## src/sddf_pkg.sv

```systemverilog
// Shared types and constants for the signed decimal digit formatter.
`default_nettype none
package sddf_pkg;

    localparam int DISP_W  = 3;
    localparam int NUM_W   = 32;
    localparam int POINT_W = 4;
    localparam int ACT_W   = 2;
    localparam int SLOT_W  = 3;
    localparam int DIGIT_W = 4;
    localparam int MIN_W   = 4;

    localparam int QUEUE_DEPTH = 2;

    localparam logic [ACT_W-1:0] ACT_CLEAR = 2'd0;
    localparam logic [ACT_W-1:0] ACT_DIGIT = 2'd1;
    localparam logic [ACT_W-1:0] ACT_MINUS = 2'd2;

    // Reciprocal of ten for a 32-bit dividend: q = (x * RECIP10) >> RECIP10_SHIFT.
    localparam logic [NUM_W-1:0] RECIP10       = 32'hCCCC_CCCD;
    localparam int               RECIP10_SHIFT = 35;

    // Classified job handed from the front end to the sequencer.
    typedef struct packed {
        logic [DISP_W-1:0] disp;
        logic              neg;
        logic [NUM_W-1:0]  mag;
        logic              point_valid;
        logic [SLOT_W-1:0] point;
        logic [MIN_W-1:0]  min_digits;
    } t_job;

endpackage
`default_nettype wire

```

## src/sddf_queue.sv

```systemverilog
// Two-entry job queue between the front end and the sequencer.
`default_nettype none
module sddf_queue
    import sddf_pkg::*;
(
    input  wire logic i_clk,
    input  wire logic i_rst_n,
    input  wire logic i_push,
    input  wire t_job i_job,
    output logic      o_full,
    output logic      o_valid,
    input  wire logic i_pop,
    output t_job      o_job
);

    localparam int PTR_W = (QUEUE_DEPTH > 1) ? $clog2(QUEUE_DEPTH) : 1;
    localparam int CNT_W = $clog2(QUEUE_DEPTH + 1);

    t_job             r_mem [QUEUE_DEPTH];
    logic [PTR_W-1:0] r_wr, n_wr;
    logic [PTR_W-1:0] r_rd, n_rd;
    logic [CNT_W-1:0] r_cnt, n_cnt;

    always_comb begin
        o_full  = (r_cnt == CNT_W'(QUEUE_DEPTH));
        o_valid = (r_cnt != '0);
        o_job   = r_mem[r_rd];
        n_wr    = r_wr;
        n_rd    = r_rd;
        n_cnt   = r_cnt;
        if (i_push) begin
            n_wr = (r_wr == PTR_W'(QUEUE_DEPTH - 1)) ? '0 : r_wr + 1'b1;
        end
        if (i_pop) begin
            n_rd = (r_rd == PTR_W'(QUEUE_DEPTH - 1)) ? '0 : r_rd + 1'b1;
        end
        case ({i_push, i_pop})
            2'b10:   n_cnt = r_cnt + 1'b1;
            2'b01:   n_cnt = r_cnt - 1'b1;
            default: n_cnt = r_cnt;
        endcase
    end

    always_ff @(posedge i_clk) begin
        if (!i_rst_n) begin
            r_wr  <= '0;
            r_rd  <= '0;
            r_cnt <= '0;
        end else begin
            r_wr  <= n_wr;
            r_rd  <= n_rd;
            r_cnt <= n_cnt;
        end
    end

    always_ff @(posedge i_clk) begin
        if (i_push) begin
            r_mem[r_wr] <= i_job;
        end
    end

endmodule
`default_nettype wire

```

## config.mk

```make
export PLATFORM = sky130hd
export DESIGN_NAME = sddf_queue
export DESIGN_NICKNAME = d
export VERILOG_FILES = /design/src/sddf_pkg.sv /design/src/sddf_queue.sv
export SDC_FILE = /design/constraint.sdc
export NUM_CORES = 1
export LEC_CHECK = 0
export BUFFER_PORTS_ARGS = -buffer_cell sky130_fd_sc_hd__buf_2
export CORE_ASPECT_RATIO = 0.6
export CORE_MARGIN = 2
export CORE_UTILIZATION = 55
export DETAILED_ROUTE_END_ITERATION = 7
export PLACE_DENSITY = 0.83
export SKIP_LAST_GASP = 1
export SYNTH_ARGS = -nofsm -noshare
export SYNTH_HDL_FRONTEND = slang
export SYNTH_SLANG_ARGS = --single-unit
```

## constraint.sdc

```tcl
create_clock -name i_clk -period 6.8 [get_ports i_clk]
set_input_delay 1.02 -clock i_clk [delete_from_list [all_inputs] [get_ports i_clk]]
set_output_delay 1.02 -clock i_clk [all_outputs]
set_load 0.01 [all_outputs]
```

==> impl_summary.md, run 1 <==
Logic synthesis
The summed instance area of the synthesized netlist is ~3400 um2. The arithmetic-cell share of the synthesized area counting full adders, half adders and majority gates is less than 1%. The count of yosys warnings during synthesis is 0.

The most frequent cell after synthesis is sky130_fd_sc_hd__edfxtp_1. Sorting the synthesized cells by area gives the leading types as sky130_fd_sc_hd__edfxtp_1 (78%), sky130_fd_sc_hd__mux2_2 (15%), sky130_fd_sc_hd__dfxtp_1 (3.0%). The synthesized netlist cell count is 159. The commonest cells after synthesis are sky130_fd_sc_hd__edfxtp_1 (88), sky130_fd_sc_hd__mux2_2 (44), sky130_fd_sc_hd__buf_2 (5), sky130_fd_sc_hd__dfxtp_1 (5), sky130_fd_sc_hd__and2_1 (4). Yosys mapped the design onto 17 distinct sky130hd cell types. Summed over all instances, the cell type with the most area after synthesis is sky130_fd_sc_hd__edfxtp_1. The post-synthesis simple-gate area fraction is roughly 1.7%. The proportion of netlist area held by the largest area contributor is 78.1%. Counting every net in the synthesized netlist gives ~210. The synthesized netlist devotes 0.592% of its cell area to compound gates. The proportion of synthesized area in mux cells is 14.7%. In this run, synthesis inferred ~90 flip-flops with an integrated enable.

The largest family of logic cells by synthesized area is multiplexers. The mean instance size in the synthesized netlist is 21.3 um2. Synthesis inferred slightly above 90 register bits. In the synthesized netlist the dominant register cell turns out to be sky130_fd_sc_hd__edfxtp_1. The post-synthesis share of cell area spent on xor and xnor gates is 0.777%.

The proportion of register bits with asynchronous set or reset after synthesis is 0%. The register area share after synthesis is 81.1%.

Die
The initial utilization of the core area, before any placement, comes to around 56%. The initialized floorplan defines 22 standard-cell rows. The floorplan step set the die width to around 110 um. The die height is 64.7 um. After floorplanning, the core was sized to cover 6030 um2. The count of boundary I/O pins is between 90 and 100.

The area of the die is 6810 um2.

GRT
The first global-routing pass estimated between 8000 and 9000 um of wire. The via count of the first global-routing pass is ~1800. The largest net degree at the start of global routing is 45.

The total overflow left after global routing is 0. The overall fraction of global-route tracks in use is 17.4%. The number of antenna violations at the first check in global routing is 0.

STA
Setup violations remaining at the end of the flow were counted as 0. The max-slew violation total from the final report is 0. In this run the tightest slew margin relative to its limit is 30.0%.

Of the available clock period, the critical path in the final layout requires ~44%. The maximum clock frequency is 0.334 GHz. For the pin with the worst max-slew slack, the measured transition is 1050 ps. The hold violation count in the final report is 0. Setup slack closes at 3810 ps.

The minimum period implied by the final worst setup slack is ~3000 ps. For the final database, setup skew stands at 5.53 ps. Setup repair after global routing left no endpoint under its margin. Setup total negative slack on the finished layout was measured at 0 ps.

Route
Before antenna repair, the detailed router went through 4 iterations. The routed wire length per instance is 15.8 um. The detailed router placed 1727 vias in this run.

The initial DRC count is 52. For this block, the routed nets add up to 5500 um of wire. After detailed routing, the number of remaining DRC violations is 0.

The count of antenna-violating nets left after detailed routing is 0. Dividing the detail-routed via count by the number of cells gives 4.96.

Power and ir drop
The peak supply drop is 0.000159 V. The leakage power of the design is 1.57 nW. The post-route total power is roughly 1.2 mW. For this design the ratio of total power to cell area is 288 nW/um2.

Clock network
The clock sink count is 93. In this run the clock root is driven by a sky130_fd_sc_hd__clkbuf_8. No sink is reached through more buffers than the 2 on the longest clock path. The post-cts resize count is 0. The H-tree was split into 3 levels. At the later pin of the worst-skew pair, clock insertion delay measures 360 ps. Clock-pin slew was measured on the worst setup and hold paths at ~90 ps. The TritonCTS buffer count is 9. The clock tree from TritonCTS is yes. Once the clock tree was built, the setup fixing pass inserted 0 buffers. In this run, post-CTS hold repair placed 0 buffers.

Hold path
The worst hold path class is reg -> reg.

Place
The wire-length estimate of the detail-placed layout is roughly 3500 um. The number of port buffers is 93. The placer's final routability congestion estimate is between 0.6 and 0.7. Once placement finished, the instance area stood at around 3900 um2. Timing analysis after detailed placement gives a worst setup slack of ~4200 ps.

Setup path
By startpoint and endpoint, the worst setup path is classified as reg -> out. The worst setup slack for register-to-register paths is 5160 ps. Data on the critical path arrives at its endpoint at 1970 ps. The required time at the endpoint of the critical path is 5780 ps.

The signal on the critical path passes through mux2_2 -> buf_2. In this run the worst path has a maximum fanout of between 40 and 50. The critical path's slowest cell is sky130_fd_sc_hd__dfxtp_2. The critical path's largest stage delay is 1030 ps. The worst setup path is launched from a register. The type of destination of the critical path is an output pin.

Cells and area
The number of nets in the finished design is 308. Of the cells placed in the final design, the portion with a size suffix greater than 1 is 60.2%. Once layout is done, the placed cells without fillers occupy 4180 um2. Compared with the post-synthesis result, the final layout area differs by 23.5%.

0 antenna diodes ended up in the layout.

Run status
The flow ran to the end, and the final reports show no timing, DRC or antenna violations.

Run
Max-cap violations in this run came to 0.
==> cells in the final DEF (no fill, tap or decap), drive strengths merged <==
| cell | synthesis | final |
|---|---|---|
| ha | 1 | 1 |
| clkinvlp | 0 | 2 |
| nor2b | 1 | 1 |
| inv | 1 | 4 |
| bufinv | 0 | 2 |
| and2b | 1 | 1 |
| clkbuf | 0 | 9 |
| buf | 5 | 94 |
| a21boi | 1 | 1 |
| mux2 | 44 | 44 |
| o21a | 1 | 1 |
| xnor2 | 2 | 2 |
| dfxtp | 5 | 5 |
| or3 | 1 | 1 |
| nor2 | 1 | 1 |
| o21ai | 1 | 1 |
| edfxtp | 88 | 88 |
| or2 | 1 | 1 |
| xor2 | 1 | 1 |
| and2 | 4 | 4 |
==> sequential cells by signal (all words and copies together) (netlist names), named ones only <==
signal and count:
r_wr 1, r_mem 88, r_cnt 2, r_rd 1
==> worst paths after layout <==
path,startpoint,to,cells past startpoint
max,register,o_job[17],2
min,r_cnt[1]$_SDFFE_PN0P_,r_cnt[1]$_SDFFE_PN0P_,2
min reg2reg,r_cnt[1]$_SDFFE_PN0P_,r_cnt[1]$_SDFFE_PN0P_,2
max reg2reg,r_wr$_SDFFE_PN0P_,r_mem[1][33]$_DFFE_PP_,1
==> worst max-delay path, delay by kind of cell, from the launching register on <==
family                 cells  cell delay, ps
multiplexers               1             440
flip-flops                 1            1030
buffers and inverters      1             140
==> cell families (layout without fill, tap and decap cells) <==
logic type | count (synthesis) | count (layout)
flops | 93 | 93
mux | 44 | 44
simple gates | 9 | 9
buf+inv | 6 | 111
compound gates | 3 | 3
xor+xnor | 3 | 3
fa+ha+maj | 1 | 1
==> final cells by class <==
class,count,area [um2]
flip-flops and latches,93,2740
fillers,430,1850
multi-input cells,60,619
repair buffers,94,473
clock buffers,9,124
clock inverters,7,106
well taps,84,105
inverters,1,3.75
==> power by group <==
part | internal [mW] | total [mW] | leakage (nW) | switching (mW)
Clock | 0.213 | 0.408 | 0.110 | 0.195
Sequential | 0.660 | 0.678 | 0.868 | 0.0184
Combinational | 0.0625 | 0.118 | 0.593 | 0.0556
Total | 0.936 | 1.20 | 1.57 | 0.269
==> metal layers <==
metal / GRT usage (%) / wire (um) / vias to the layer above
met3: 10.4 / 566 / 7
met4: 5.67 / 48 / 0
met2: 27.2 / 2500 / 67
li1: - / - / 817
met1: 20.2 / 2390 / 836
met5: 0 / 0 / -
==> metrics by stage <==
stage               util [%]  hold WS [ps]  cells
floorplan                  -           461    159
global placement        65.4           480    332
detailed placement      65.4           492    332
CTS                     69.3           505    348
global route            69.3           558    348
finish                  69.3           507    348
Note: power is estimated with default switching activity, not from simulation.
==> inputs of run 2 (changes only) <==
CORE_UTILIZATION = 46   (was 55)
PLACE_DENSITY = 0.74   (was 0.83)
clock period = 2.59 ns   (was 6.8 ns; I/O delays follow)
==> impl_summary.md, run 2 (synthesis gave the netlist of run 1 again) <==
Route
The routed wire length per instance is 16.9 um (+6.8%). The routed via count is 1768 (+2.4%). The post-detailed-route via-to-cell ratio is 4.94 (-0.49%). The total wire length is 6050 um (+9.8%).

The initial DRC count came to 134 (+160%). The count of antenna-violating nets left after detailed routing is 0 (unchanged). The remaining design rule violation count is 0 (unchanged).

The detailed-router iteration count before antenna repair came to 4 (unchanged).

STA
The final clock skew is 3.10 ps (-2.43 ps). The minimum period implied by the final worst setup slack is 2090 ps. The final total negative setup slack is 0 ps (unchanged). Setup repair after global routing left no endpoint under its margin. The hold violation count in the final report was 0 (unchanged). The count of final setup violators is 0 (unchanged). The transition at the pin with the smallest max-transition slack came to 714 ps (-336 ps). The max-slew violation total from the final report was 0 (unchanged). Derived from the worst setup path, the maximum achievable clock frequency is 0.479 GHz.

The relative max-transition margin is 52.3% (+22 points). The share of the cycle needed by the critical path after routing is 80.7%.

Cells and area
The number of flip-flops under the largest register name was 88 (unchanged). The register bank with the most flops is r_mem. The leading cell type in the layout, fill and taps excluded is sky130_fd_sc_hd__buf_2. The number of diodes is 0 (unchanged).

The area growth from synthesis to final layout is 26.2%. The largest registers in the layout are r_mem x88, r_cnt x2. The layout filler cell count is 527 (+23%).

The number of nets in the finished design is 312 (+1.3%). The library cells used most frequently in the layout, excluding fill and tap cells, are sky130_fd_sc_hd__buf_2 (93), sky130_fd_sc_hd__edfxtp_1 (88), sky130_fd_sc_hd__mux2_2 (44). The fraction of layout cells with a size suffix above 1 came to 58.4% (-1.8 points).

Die
The initial standard-cell utilization of the core was 47.1% (-9.0 points). The count of boundary I/O pins is 94 (unchanged). The die height is 70.4 um (+8.8%). The area of the die is 8080 um2 (+19%). The width of the die is 115 um (+9.0%). The number of cell rows is 24 (+9.1%). The core outline area is 7180 um2 (+19%).

Clock network
The clock insertion delay at the later pin of the skew report is 330 ps (-30 ps). The clock transition at the registers of the reported paths is 60 ps (-30 ps). The clock sink count is 93 (unchanged). The post-cts resize count came to 0 (unchanged). The buffer cell driving the clock tree root is sky130_fd_sc_hd__clkbuf_16.

The maximum buffer depth of the clock tree is 2 (unchanged). TritonCTS built the clock tree. The cts-stage hold buffer count is 0 (unchanged).

The TritonCTS buffer count is 9 (unchanged). The maximum level of the CTS H-tree is 3 (unchanged). The count of buffers added by post-CTS timing repair for setup came to 0 (unchanged).

Setup path
The top fanout value on the critical path is 15 (-66%). The worst setup slack for register-to-register paths is 1110 ps (-4050 ps). The critical path goes through buf_4 -> mux2_2 -> buf_2. The nature of the critical path startpoint is a register. The required time at the endpoint of the critical path is 2200 ps (-3580 ps). The class of the most critical setup path is reg -> out. The largest individual stage delay along the critical path comes from the cell sky130_fd_sc_hd__dfxtp_2. The number of cell instances on the worst register-to-register path was 2 (+1). The critical path's largest stage delay is 570 ps (-460 ps). The worst register-to-register path begins at r_wr$_SDFFE_PN0P_. In this run the critical register-to-register path is captured at r_mem[0][42]$_DFFE_PP_.

The critical path data arrival time was 1700 ps (-270 ps). The capturing instance or port of the critical path is o_job[31]. The type of destination of the critical path is an output pin.

Power and ir drop
The post-route total power is 3.22 mW (+170%). The peak supply drop is 0.000412 V (+160%). The power density over the cells came to 755 nW/um2 (+160%).

The leakage power of the design is 1.61 nW (+2.6%).

GRT
The overall overflow remaining after global route is 0 (unchanged). The via count of the first global-routing pass is 1792 (+2.2%). The global-route wire length before repair is 8980 um (+5.0%).

The overall fraction of global-route tracks in use is 15.6% (-1.8 points). The largest net degree at the start of global routing was 25 (-44%). The number of antenna violations at the first check in global routing was 0 (unchanged).

Run status
The flow ran to the end, and the final reports show no timing, DRC or antenna violations.

Place
The placer's final routability congestion estimate is 0.764 (+11%). The estimated wirelength of the detail-placed design is 4020 um (+14%). The number of port buffers came to 93 (unchanged).

Run
The number of maximum-capacitance constraint violations is 0 (unchanged).

Hold path
The path class of the tightest hold or removal check is in -> reg.
run 2: through the flow:
stage	hold WS, ps	setup slack, ps	area [um2]	util [%]	std cells
floorplan	461	586	3380	-	159
global placement	481	877	4020	56.0	343
detailed placement	512	847	4020	56.0	343
CTS	227	483	4270	59.5	358
global route	225	420	4270	59.5	358
finish	243	501	4270	59.5	358
run 2: worst min path at each step:
stage / endpoint / start / slack (ps) / cells past startpoint
after floorplan: r_cnt[1]$_SDFFE_PN0P_ / r_cnt[1]$_SDFFE_PN0P_ / 460 / 2
after global placement: r_cnt[1]$_SDFFE_PN0P_ / r_cnt[1]$_SDFFE_PN0P_ / 480 / 2
after detailed placement: r_cnt[1]$_SDFFE_PN0P_ / r_cnt[1]$_SDFFE_PN0P_ / 510 / 2
after CTS: r_mem[0][29]$_DFFE_PP_ / i_job[29] / 230 / 1
after global routing: r_mem[0][29]$_DFFE_PP_ / i_job[29] / 220 / 1
final: r_mem[0][19]$_DFFE_PP_ / i_job[19] / 240 / 1
run 2: worst max-delay path: cells and delay by family (launching register included):
kind	cells	cell delay (ps)
multiplexers	1	360
flip-flops	1	570
buffers and inverters	2	430
run 2: final cells by class:
cell class,instances,area [um2],area share (%)
Clock buffer,10,229,5.36
Sequential cell,93,2740,64.3
Timing Repair Buffer,98,541,12.7
Tap cell,91,114,2.67
Multi-Input combinational cell,60,619,14.5
Clock inverter,5,18.8,0.440
Inverter,1,3.75,0.0879
run 2: routing by layer:
metal / share of wire, % / wire length, um / GRT usage, %
met1: 49 / 2960 / 21.9
met2: 42 / 2530 / 21.2
met3: 8.2 / 494 / 7.73
met4: 1.0 / 63 / 5.22
met5: 0 / 0 / 0
run 2: report_power, final:
part | switching, mW | total (mW) | internal, mW
logic | 0.171 | 0.349 | 0.178
clock network | 0.481 | 1.11 | 0.628
registers | 0.0315 | 1.77 | 1.74
